### config.mk
export PLATFORM = sky130hd
export DESIGN_NAME = slot_pool_free_list_allocator_unit
export DESIGN_NICKNAME = d
export VERILOG_FILES = /design/src/rtl/spfla_pkg.sv /design/src/rtl/spfla_ram.sv /design/src/rtl/spfla_core.sv /design/src/rtl/slot_pool_free_list_allocator_unit.sv
export SDC_FILE = /design/constraint.sdc
export NUM_CORES = 1
export LEC_CHECK = 0
export ABC_CLOCK_PERIOD_IN_PS = 4380
export BUFFER_PORTS_ARGS = -buffer_cell sky130_fd_sc_hd__buf_2
export CAP_MARGIN = 30
export CORE_ASPECT_RATIO = 1.1
export CORE_MARGIN = 2
export CORE_UTILIZATION = 57
export CTS_CLUSTER_SIZE = 8
export DETAILED_ROUTE_END_ITERATION = 7
export HOLD_SLACK_MARGIN = 0.08
export PLACE_DENSITY = 0.85
export SYNTH_ARGS = -nofsm -noshare
export SYNTH_HDL_FRONTEND = slang
export SYNTH_SLANG_ARGS = --single-unit
export TNS_END_PERCENT = 20
### constraint.sdc
create_clock -name clk -period 4.38 [get_ports clk]
set_input_delay 0.219 -clock clk [delete_from_list [all_inputs] [get_ports clk]]
set_output_delay 0.219 -clock clk [all_outputs]
set_load 0.02 [all_outputs]
### src/rtl/spfla_pkg.sv
// Shared types and constants for the slot pool allocator.
// Sizes, operation and status codes, and the memory port bundles.
// No dependencies.
package spfla_pkg;

  localparam int SLOTS  = 64;
  localparam int SLOT_W = $clog2(SLOTS + 1);
  localparam int IDX_W  = $clog2(SLOTS);
  localparam int IN_DW  = ((SLOT_W + 7) / 8) * 8;
  localparam int OUT_DW = ((3 * SLOT_W + 7) / 8) * 8;

  localparam logic [SLOT_W-1:0] SLOT_NONE = SLOT_W'(SLOTS);

  typedef enum logic [1:0] {
    ACT_ALLOC = 2'd0,
    ACT_FREE  = 2'd1,
    ACT_QUERY = 2'd2
  } action_t;

  typedef enum logic [1:0] {
    ST_OK    = 2'd0,
    ST_EMPTY = 2'd1,
    ST_BAD   = 2'd2
  } status_t;

  // Write port of a link memory
  typedef struct packed {
    logic              we;
    logic [IDX_W-1:0]  waddr;
    logic [SLOT_W-1:0] wdata;
  } link_wr_t;

  // Write port of the in-use flag memory
  typedef struct packed {
    logic             we;
    logic [IDX_W-1:0] waddr;
    logic             wdata;
  } flag_wr_t;

  // Read requests, issued when an item is accepted
  typedef struct packed {
    logic             re;
    logic [IDX_W-1:0] free_raddr;
    logic [IDX_W-1:0] slot_raddr;
  } rd_req_t;

  // Registered read data of all four memories
  typedef struct packed {
    logic [SLOT_W-1:0] free_link;
    logic [SLOT_W-1:0] used_next;
    logic [SLOT_W-1:0] used_prev;
    logic              in_use;
  } rd_data_t;

endpackage

### src/rtl/spfla_ram.sv
// Generic simple dual-port RAM: one write port, one read port.
// Read data is registered and held while no read is issued. No dependencies.
module spfla_ram #(
  parameter int WIDTH = 8,
  parameter int DEPTH = 64
) (
  input  logic                     clk,
  input  logic                     we,
  input  logic [$clog2(DEPTH)-1:0] waddr,
  input  logic [WIDTH-1:0]         wdata,
  input  logic                     re,
  input  logic [$clog2(DEPTH)-1:0] raddr,
  output logic [WIDTH-1:0]         rdata
);

  logic [WIDTH-1:0] mem_r [DEPTH];
  logic [WIDTH-1:0] rdata_r;

  // Write port
  always_ff @(posedge clk) begin
    if (we) begin
      mem_r[waddr] <= wdata;
    end
  end

  // Registered read port
  always_ff @(posedge clk) begin
    if (re) begin
      rdata_r <= mem_r[raddr];
    end
  end

  assign rdata = rdata_r;

endmodule

### src/rtl/spfla_core.sv
// Allocator control: clearing pass, list update logic, head/tail registers
// and the output register. Depends on spfla_pkg; drives the link memories.
module spfla_core
  import spfla_pkg::*;
(
  input  logic              clk,
  input  logic              rst_n,
  input  logic              in_tvalid,
  output logic              in_tready,
  input  logic [IN_DW-1:0]  in_tdata,
  input  logic [1:0]        in_tuser,
  output logic              out_tvalid,
  input  logic              out_tready,
  output logic [OUT_DW-1:0] out_tdata,
  output logic [1:0]        out_tuser,
  output rd_req_t           rd_req,
  input  rd_data_t          rd_data,
  output link_wr_t          free_wr,
  output link_wr_t          next_wr,
  output link_wr_t          prev_wr,
  output flag_wr_t          use_wr
);

  typedef enum logic [2:0] {
    S_CLEAR = 3'b001,
    S_IDLE  = 3'b010,
    S_EXEC  = 3'b100
  } state_t;

  state_t            state_r, state_nxt;
  logic [IDX_W-1:0]  clr_cnt_r, clr_cnt_nxt;
  action_t           act_r;
  logic [SLOT_W-1:0] slot_r;
  logic [SLOT_W-1:0] free_head_r, free_head_nxt;
  logic [SLOT_W-1:0] used_head_r, used_head_nxt;
  logic [SLOT_W-1:0] used_tail_r, used_tail_nxt;
  logic              out_valid_r, out_valid_nxt;
  status_t           out_status_r, status_nxt;
  logic [SLOT_W-1:0] out_res_r, res_nxt;
  logic [SLOT_W-1:0] out_first_r, out_last_r;

  logic              accept;
  logic              slot_ok, busy, fh_ok, tail_ok, p_ok, n_ok;
  logic [SLOT_W-1:0] p_slot, n_slot;
  logic [SLOT_W-1:0] in_slot;

  // Accept one item at a time, only when the output slot will be free
  assign in_tready = (state_r == S_IDLE) && (!out_valid_r || out_tready);
  assign accept    = in_tvalid && in_tready;
  assign in_slot   = in_tdata[SLOT_W-1:0];

  // Issue reads for the accepted item
  assign rd_req.re         = accept;
  assign rd_req.free_raddr = free_head_r[IDX_W-1:0];
  assign rd_req.slot_raddr = in_slot[IDX_W-1:0];

  // Decode neighbors of the addressed slot; the tail's successor is none
  assign slot_ok = slot_r < SLOT_NONE;
  assign busy    = slot_ok && rd_data.in_use;
  assign p_slot  = rd_data.used_prev;
  assign n_slot  = (slot_r == used_tail_r) ? SLOT_NONE : rd_data.used_next;
  assign p_ok    = p_slot < SLOT_NONE;
  assign n_ok    = n_slot < SLOT_NONE;
  assign fh_ok   = free_head_r < SLOT_NONE;
  assign tail_ok = used_tail_r < SLOT_NONE;

  // Sequence, list update and memory writes
  always_comb begin
    state_nxt     = state_r;
    clr_cnt_nxt   = clr_cnt_r;
    free_head_nxt = free_head_r;
    used_head_nxt = used_head_r;
    used_tail_nxt = used_tail_r;
    status_nxt    = ST_BAD;
    res_nxt       = SLOT_NONE;
    free_wr       = '0;
    next_wr       = '0;
    prev_wr       = '0;
    use_wr        = '0;

    case (state_r)
      S_CLEAR: begin
        // Rebuild the free chain and clear the in-use flags, one row a cycle
        free_wr.we    = 1'b1;
        free_wr.waddr = clr_cnt_r;
        free_wr.wdata = SLOT_W'(clr_cnt_r) + SLOT_W'(1);
        use_wr.we     = 1'b1;
        use_wr.waddr  = clr_cnt_r;
        use_wr.wdata  = 1'b0;
        clr_cnt_nxt   = clr_cnt_r + IDX_W'(1);
        if (clr_cnt_r == IDX_W'(SLOTS - 1)) begin
          state_nxt = S_IDLE;
        end
      end
      S_IDLE: begin
        if (accept) begin
          state_nxt = S_EXEC;
        end
      end
      S_EXEC: begin
        state_nxt = S_IDLE;
        case (act_r)
          ACT_ALLOC: begin
            if (fh_ok) begin
              // Pop the free head and append it at the in-use tail
              status_nxt    = ST_OK;
              res_nxt       = free_head_r;
              free_head_nxt = rd_data.free_link;
              next_wr.we    = tail_ok;
              next_wr.waddr = used_tail_r[IDX_W-1:0];
              next_wr.wdata = free_head_r;
              prev_wr.we    = 1'b1;
              prev_wr.waddr = free_head_r[IDX_W-1:0];
              prev_wr.wdata = used_tail_r;
              use_wr.we     = 1'b1;
              use_wr.waddr  = free_head_r[IDX_W-1:0];
              use_wr.wdata  = 1'b1;
              if (!tail_ok) begin
                used_head_nxt = free_head_r;
              end
              used_tail_nxt = free_head_r;
            end else begin
              status_nxt = ST_EMPTY;
            end
          end
          ACT_FREE: begin
            if (busy) begin
              // Unlink from the in-use list and push onto the free head
              status_nxt    = ST_OK;
              next_wr.we    = p_ok;
              next_wr.waddr = p_slot[IDX_W-1:0];
              next_wr.wdata = n_slot;
              prev_wr.we    = n_ok;
              prev_wr.waddr = n_slot[IDX_W-1:0];
              prev_wr.wdata = p_slot;
              if (!p_ok) begin
                used_head_nxt = n_slot;
              end
              if (!n_ok) begin
                used_tail_nxt = p_slot;
              end
              free_wr.we    = 1'b1;
              free_wr.waddr = slot_r[IDX_W-1:0];
              free_wr.wdata = free_head_r;
              use_wr.we     = 1'b1;
              use_wr.waddr  = slot_r[IDX_W-1:0];
              use_wr.wdata  = 1'b0;
              free_head_nxt = slot_r;
            end
          end
          ACT_QUERY: begin
            if (slot_r == SLOT_NONE) begin
              status_nxt = ST_OK;
              res_nxt    = used_head_r;
            end else if (busy) begin
              status_nxt = ST_OK;
              res_nxt    = n_slot;
            end
          end
          default: begin
            status_nxt = ST_BAD;
          end
        endcase
      end
      default: begin
        state_nxt = S_CLEAR;
      end
    endcase
  end

  // Load the output register on execution, drop it once transferred
  always_comb begin
    out_valid_nxt = out_valid_r;
    if (state_r == S_EXEC) begin
      out_valid_nxt = 1'b1;
    end else if (out_tready) begin
      out_valid_nxt = 1'b0;
    end
  end

  // Control state
  always_ff @(posedge clk) begin
    if (!rst_n) begin
      state_r     <= S_CLEAR;
      clr_cnt_r   <= '0;
      free_head_r <= '0;
      used_head_r <= SLOT_NONE;
      used_tail_r <= SLOT_NONE;
      out_valid_r <= 1'b0;
    end else begin
      state_r     <= state_nxt;
      clr_cnt_r   <= clr_cnt_nxt;
      free_head_r <= free_head_nxt;
      used_head_r <= used_head_nxt;
      used_tail_r <= used_tail_nxt;
      out_valid_r <= out_valid_nxt;
    end
  end

  // Payload registers
  always_ff @(posedge clk) begin
    if (accept) begin
      act_r  <= action_t'(in_tuser);
      slot_r <= in_slot;
    end
    if (state_r == S_EXEC) begin
      out_status_r <= status_nxt;
      out_res_r    <= res_nxt;
      out_first_r  <= used_head_nxt;
      out_last_r   <= used_tail_nxt;
    end
  end

  assign out_tvalid = out_valid_r;
  assign out_tuser  = out_status_r;
  assign out_tdata  = OUT_DW'({out_last_r, out_first_r, out_res_r});

endmodule

### src/rtl/slot_pool_free_list_allocator_unit.sv
// Slot pool allocator: free list plus doubly linked in-use list in link RAMs.
// An accepted item reads the link RAMs, is executed in the S_EXEC state, and its
// result is then registered at the output. No new item is accepted before the
// read-then-write-back pass through the link RAMs is done and the output is free.
// Reset: synchronous, active low; then a clearing pass over all 64 slots
// rebuilds the free chain and in-use flags, during which no item is accepted.
module slot_pool_free_list_allocator_unit
  import spfla_pkg::*;
(
  input  logic              clk,
  input  logic              rst_n,
  input  logic              in_tvalid,
  output logic              in_tready,
  input  logic [IN_DW-1:0]  in_tdata,   // [6:0] slot, zero padded
  input  logic [1:0]        in_tuser,   // [1:0] action
  output logic              out_tvalid,
  input  logic              out_tready,
  output logic [OUT_DW-1:0] out_tdata,  // [6:0] result_slot, [13:7] first_used,
                                        // [20:14] last_used, zero padded
  output logic [1:0]        out_tuser   // [1:0] status
);

  rd_req_t  rd_req;
  rd_data_t rd_data;
  link_wr_t free_wr, next_wr, prev_wr;
  flag_wr_t use_wr;

  // List control
  spfla_core u_core (
    .clk        (clk),
    .rst_n      (rst_n),
    .in_tvalid  (in_tvalid),
    .in_tready  (in_tready),
    .in_tdata   (in_tdata),
    .in_tuser   (in_tuser),
    .out_tvalid (out_tvalid),
    .out_tready (out_tready),
    .out_tdata  (out_tdata),
    .out_tuser  (out_tuser),
    .rd_req     (rd_req),
    .rd_data    (rd_data),
    .free_wr    (free_wr),
    .next_wr    (next_wr),
    .prev_wr    (prev_wr),
    .use_wr     (use_wr)
  );

  // Free chain links
  spfla_ram #(.WIDTH(SLOT_W), .DEPTH(SLOTS)) u_free_link (
    .clk   (clk),
    .we    (free_wr.we),
    .waddr (free_wr.waddr),
    .wdata (free_wr.wdata),
    .re    (rd_req.re),
    .raddr (rd_req.free_raddr),
    .rdata (rd_data.free_link)
  );

  // In-use successor links
  spfla_ram #(.WIDTH(SLOT_W), .DEPTH(SLOTS)) u_used_next (
    .clk   (clk),
    .we    (next_wr.we),
    .waddr (next_wr.waddr),
    .wdata (next_wr.wdata),
    .re    (rd_req.re),
    .raddr (rd_req.slot_raddr),
    .rdata (rd_data.used_next)
  );

  // In-use predecessor links
  spfla_ram #(.WIDTH(SLOT_W), .DEPTH(SLOTS)) u_used_prev (
    .clk   (clk),
    .we    (prev_wr.we),
    .waddr (prev_wr.waddr),
    .wdata (prev_wr.wdata),
    .re    (rd_req.re),
    .raddr (rd_req.slot_raddr),
    .rdata (rd_data.used_prev)
  );

  // In-use flags
  spfla_ram #(.WIDTH(1), .DEPTH(SLOTS)) u_in_use (
    .clk   (clk),
    .we    (use_wr.we),
    .waddr (use_wr.waddr),
    .wdata (use_wr.wdata),
    .re    (rd_req.re),
    .raddr (rd_req.slot_raddr),
    .rdata (rd_data.in_use)
  );

endmodule
======== Yosys cells after proc, flatten, opt, wreduce, memory -nomap -nowiden ========
Memory sizes are Yosys's and may differ from the RTL's. A register that Yosys moved wholly into a read port is not among the register bits.
Cells that the tools add are included.
storage, ports and cells
  register bits ........................... 63
  RAM bits ................................ 1408
  word-level logic and storage cells ...... 96
  memories kept ........................... 4
memories
  memory             depth  bits a word  read ports  clocked after memory_dff  write ports  line             source
  u_free_link.mem_r  64     7            1           1                         1            spfla_ram.sv:16  logic [WIDTH-1:0] mem_r [DEPTH];
  u_used_next.mem_r  64     7            1           1                         1            spfla_ram.sv:16
  u_used_prev.mem_r  64     7            1           1                         1            spfla_ram.sv:16
  u_in_use.mem_r     64     1            1           1                         1            spfla_ram.sv:16
cells by class
  $add $sub $neg .......................... 2
  order comparisons ....................... 5
  equal/unequal tests ..................... 12
  multiplexer cells ....................... 51
  reduce and logical (&&, ||, !) cells .... 10
operators by type and width
  operator               count
  $mux W14               8
  $mux W7                15
  $pmux W14 S2           3
  $pmux W7 S2            4
  $lt A7 B7 Y1 const B   5
  $pmux W8 S2            2
  $mux W8                2
  $mux W1                11
  $pmux W3 S3            1
  $ne A2 B1 Y1 const B   4
  $add A6 B1 Y7 const B  1
  $eq A7 B7 Y1           1
  $eq A7 B7 Y1 const B   1
  $add A6 B1 Y6 const B  1
  $eq A6 B6 Y1 const B   1
  $mux W3                2
  $pmux W2 S3            1
  $mux W2                2
  $reduce_and A4 Y1      1
  $reduce_bool A2 Y1     2
  $eq A3 B1 Y1 const B   1
  $eq A3 B2 Y1 const B   1
  $eq A3 B3 Y1 const B   1
  $logic_and A1 B1 Y1    3
  6 further kinds        6

======== Longest topological paths before layout ========
  word-level depth ........................ 8
  mapped depth ............................ 11
  gate-level depth less buffers ........... 7

======== By module ========
Synthesis repeated with hierarchy kept, for this count alone.
second synthesis, totals
  cells, all modules ...................... 3074
  area total of the unflattened synthesis .. 59676.0 sq um
modules (own cells, without submodules)
  module                       instances  cells an instance  area each (sq um)
  spfla_ram (u_free_link ...)  3          827                17705.7
  spfla_core                   1          389                3634.7
  spfla_ram (u_in_use)         1          204                2924.1

======== Worst setup path before layout ========
Ideal clock, no wire load.
  path kind ............................... flip-flop to flip-flop
  start point ............................. register u_core.state_r[2]
  end point ............................... memory u_used_next.mem_r[16][0] in the netlist's numbering, enable pin
  setup time .............................. 0.365 ns
  arrival ................................. 4.172 ns
  data required time ...................... 4.015 ns
  slack ................................... -0.157 ns
  stages on the path, launching flop included .. 11
  clock period less this slack ............ 4.537 ns
  path through ............................ dfxtp_1 -> or3b_1 -> buf_2 -> clkinv_4 -> nand2b_2 -> buf_6 -> buf_2 -> buf_2 -> nor2_1 -> nand3_1 -> nor2_1
RTL lines
  element                   line               source
  start: declaration        spfla_core.sv:30   state_t state_r, state_nxt;
  start signal: assignment  spfla_core.sv:191  state_r <= state_nxt;
  end: declaration          spfla_ram.sv:16

======== Worst setup path in the final report ========
  start point ............................. register u_core.act_r[1]
  end point ............................... memory u_used_prev.mem_r[55][2] in the netlist's numbering, enable pin
on the way
  word-level cells in the longest chain between the ends .. 5
  elaborated cells on any way between the ends .. 6
  those cells by class .................... 1 x eq/ne; 4 x mux; 1 x reduce/logical
RTL lines
  element                                                  line               source
  start: declaration                                       spfla_core.sv:32   action_t act_r;
  start signal: assignment                                 spfla_core.sv:203  act_r <= action_t'(in_tuser);
  $eq A2 B1 Y1 / $logic_not A2 Y1 (equally long branches)  spfla_core.sv:102  case (act_r)
  $pmux W14 S2 *                                           spfla_core.sv:102
  $mux W14 *                                               spfla_core.sv:81   case (state_r)
  $mux W1                                                  spfla_ram.sv:21    if (we) begin
  $mux W1 (implied by the code)                            spfla_ram.sv:22    mem_r[waddr] <= wdata;
  end: declaration                                         spfla_ram.sv:16
Mark *: on every way between the ends. The rest lies on a longest branch, timed or not.

==> flow_summary.toml <==
[synth]
ys_async_sr_fraction_pct = 0
synthAdderAreaFrac_pct = 0.0211
synth_top_area_share_pct = 74.1
synth-simple-area-share_pct = 4.62
ys_ff_latch = 1493
synth-xor-area-share_pct = 0.222
synth_top_family_by_area = "multiplexers"
synth_compound_area_share_pct = 3.74
netlist.top_cell.by_area = "edfxtp_1"
synth.avg_cell_area_um2 = 19.5
yosysWarnings = 0
synth_cell_type_count = 73
synthCells = 3038
netlist_area_um2 = 59300
synthMuxAreaShare_pct = 14.9
synth_edf_count = 1462
ys.flop_type = "edfxtp_1"
ys_top_cells_by_area = "edfxtp_1 74%, mux4_2 14%, nor2_1 1.9%, mux2i_1 1.1%, dfxtp_1 1.0%"
ys_seq_area_share_pct = 75.1

[timing]
finalSetupViolCount = 0
setup_tns_ns = 0
worst_slew_pin_slew_ns = 1.07
setup_ws_ns = 0.561
max_freq_ghz = 0.262
whs_ns = 0.169
report.final.slew_viol_count = 0
timing.final.crit_period_ns = 3.82
finalCritPeriodShare_pct = 87.2
hold_viol_final = 0
rsz0062_at_grt = "false"
clock_skew_ns = 0.0580
slew_headroom_pct = 28.1

[final_layout]
layout-drive-gt1-share_pct = 23.2
instances_no_fill = 4679
final_area_um2 = 67300
fin_nets = 3238
n_fill_cell = 6147
layout_commonest_cell = "edfxtp_1"
final_cell_mix = "1,462 x edfxtp_1, 361 x mux4_2, 290 x nor2_1, 207 x clkbuf_16, 91 x buf_4"
area_growth_syn_to_layout_pct = 13.5
post-route-util_pct = 65.0

[setup_path]
worstPathRequired_ns = 4.78
startpoint = "u_core.act_r[1]"
r2r-start = "u_core.act_r[1]"
cp-start-kind = "register"
endpoint = "u_used_prev.mem_r[55][2]"
r2r_slack_ns = 0.56
crit_fanout = 21
rr_endpoint = "u_used_prev.mem_r[55][2]"
critPathKind = "reg2reg"
worstPathArrival_ns = 4.22
reg2regPathDepth = 5
end_kind = "register"

[clock_network]
cts_sinks = 1493
cts_tree = "built"
clk_pin_slew_worst_paths_ns = 0.06
clk_latency_ns = 0.80
cts_max_path_buffers = 3
cts_hold_buffers = 9
cts_resized = 0
cts_made_buffers = 204
htree_num_levels = 4
root_buffer = "clkbuf_16"
post_cts_buffers = 0

[floorplanning]
core-area_um2 = 103000
die-width_um = 311
dieHeight_um = 342
num_rows = 124
dieArea_um2 = 107000
start_util_pct = 57.3
ios = 42

[global_routing]
grt_pass1_vias = 33600
grt_antenna_before_repair = 7
grt_pass1_wl_um = 225000
grt_max_degree = 93
grt_overflow = 0
grt_use_total_pct = 29.0

[drt]
vias_per_cell = 7.05
post-route-drc-count = 0
wl_per_cell_um = 32.9
firstDrtPassIters = 8
antenna_left = 0
drt_iter0_markers = 5130
vias = 33000
wl_um = 154000

[power]
p_leak_nw = 18.4
p_total_mw = 30.5
max-vdd-ir-drop_mv = 0.456
p_per_area_nw_per_um2 = 453

[outcome]
status = "finished clean"

[hold_path]
min_path_type = "in2reg"

[place]
place_ws_ns = 0.761
place_area_um2 = 61500
port_buffers = 37
placed_cells = 4392
gp_congestion = 0.925
hpwl_um = 83900

[flow_run]
drv_cap = 0
-- worst min-delay path by stage --
stage | to | start | slack [ns] | cells past startpoint
floorplan | u_core.act_r[0] | in_tuser[0] | 0.32 | 0
global placement | u_core.slot_r[6] | in_tdata[6] | 0.41 | 1
detailed placement | u_core.slot_r[6] | in_tdata[6] | 0.42 | 1
CTS | u_core.slot_r[5] | in_tdata[5] | 0.09 | 1
global route | u_core.slot_r[5] | in_tdata[5] | 0.13 | 1
finish | u_core.slot_r[5] | in_tdata[5] | 0.17 | 1
-- cell type report --
type | instances | area (µm²) | share of cell area (%)
clock buffers | 260 | 5380 | 8.00
diodes | 4 | 10.0 | 0.0149
flip-flops and latches | 1493 | 44500 | 66.2
clock inverters | 12 | 248 | 0.368
well taps | 1386 | 1730 | 2.58
inverters | 12 | 50.0 | 0.0744
repair buffers | 148 | 1220 | 1.82
multi-input cells | 1364 | 14100 | 21.0
-- registers in the layout (all words and copies together), names as in the netlist, 64 cells and up --
signal             flops
u_used_next.mem_r    448
u_free_link.mem_r    448
u_in_use.mem_r        64
u_used_prev.mem_r    448
-- Yosys cell counts (7+ instances only) --
cell type and count:
a2111oi_0 8, a211oi_1 36, a21boi_0 7, a21oi_1 38, a221oi_1 7, a22oi_1 25, and2_1 22, buf_1 15
buf_2 61, buf_4 11, clkbuf_1 82, dfxtp_1 31, edfxtp_1 1462, inv_1 11, mux2i_1 65, mux4_2 361
nand2_1 90, nand2b_1 12, nand3_1 41, nand3b_1 10, nand4_1 8, nor2_1 300, nor2b_1 48, nor3_1 7
nor4_1 12, o211a_1 7, o211ai_1 14, o21ai_0 64, o221ai_1 23, o22ai_1 35, o31ai_1 16, or3_1 7
or4_1 7, xnor2_1 12
-- report_power, final --
| group | total, mW | internal, mW | switching, mW |
|---|---|---|---|
| sequential | 15.6 | 15.6 | 0.0131 |
| clock | 14.2 | 8.46 | 5.78 |
| combinational | 0.629 | 0.198 | 0.431 |
-- per-layer routing --
layer,vias up,routed length (µm),global-route usage (%)
li1,12800,-,-
met1,16600,50200,35.4
met2,2944,75900,47.6
met3,677,18900,8.35
met4,6,8920,14.7
met5,-,31,0
-- kinds of logic after synthesis --
| family | after synthesis |
|---|---|
| other | 1 |
| adders and majority gates | 1 |
| and+or+nand+nor | 591 |
| xor gates and xnor gates | 15 |
| DFF | 1493 |
| AOI/OAI and AO/OA | 323 |
| muxes | 431 |
| buffers and inverters | 183 |
-- worst max-delay path: stages (launching register included) --
cell      delay, ns
edfxtp_1       0.55
and4bb_2       0.71
o21ai_1        0.33
o21ai_2        0.42
or4b_1         0.75
nor2_1         0.64
(Power assumes the default switching activity.)
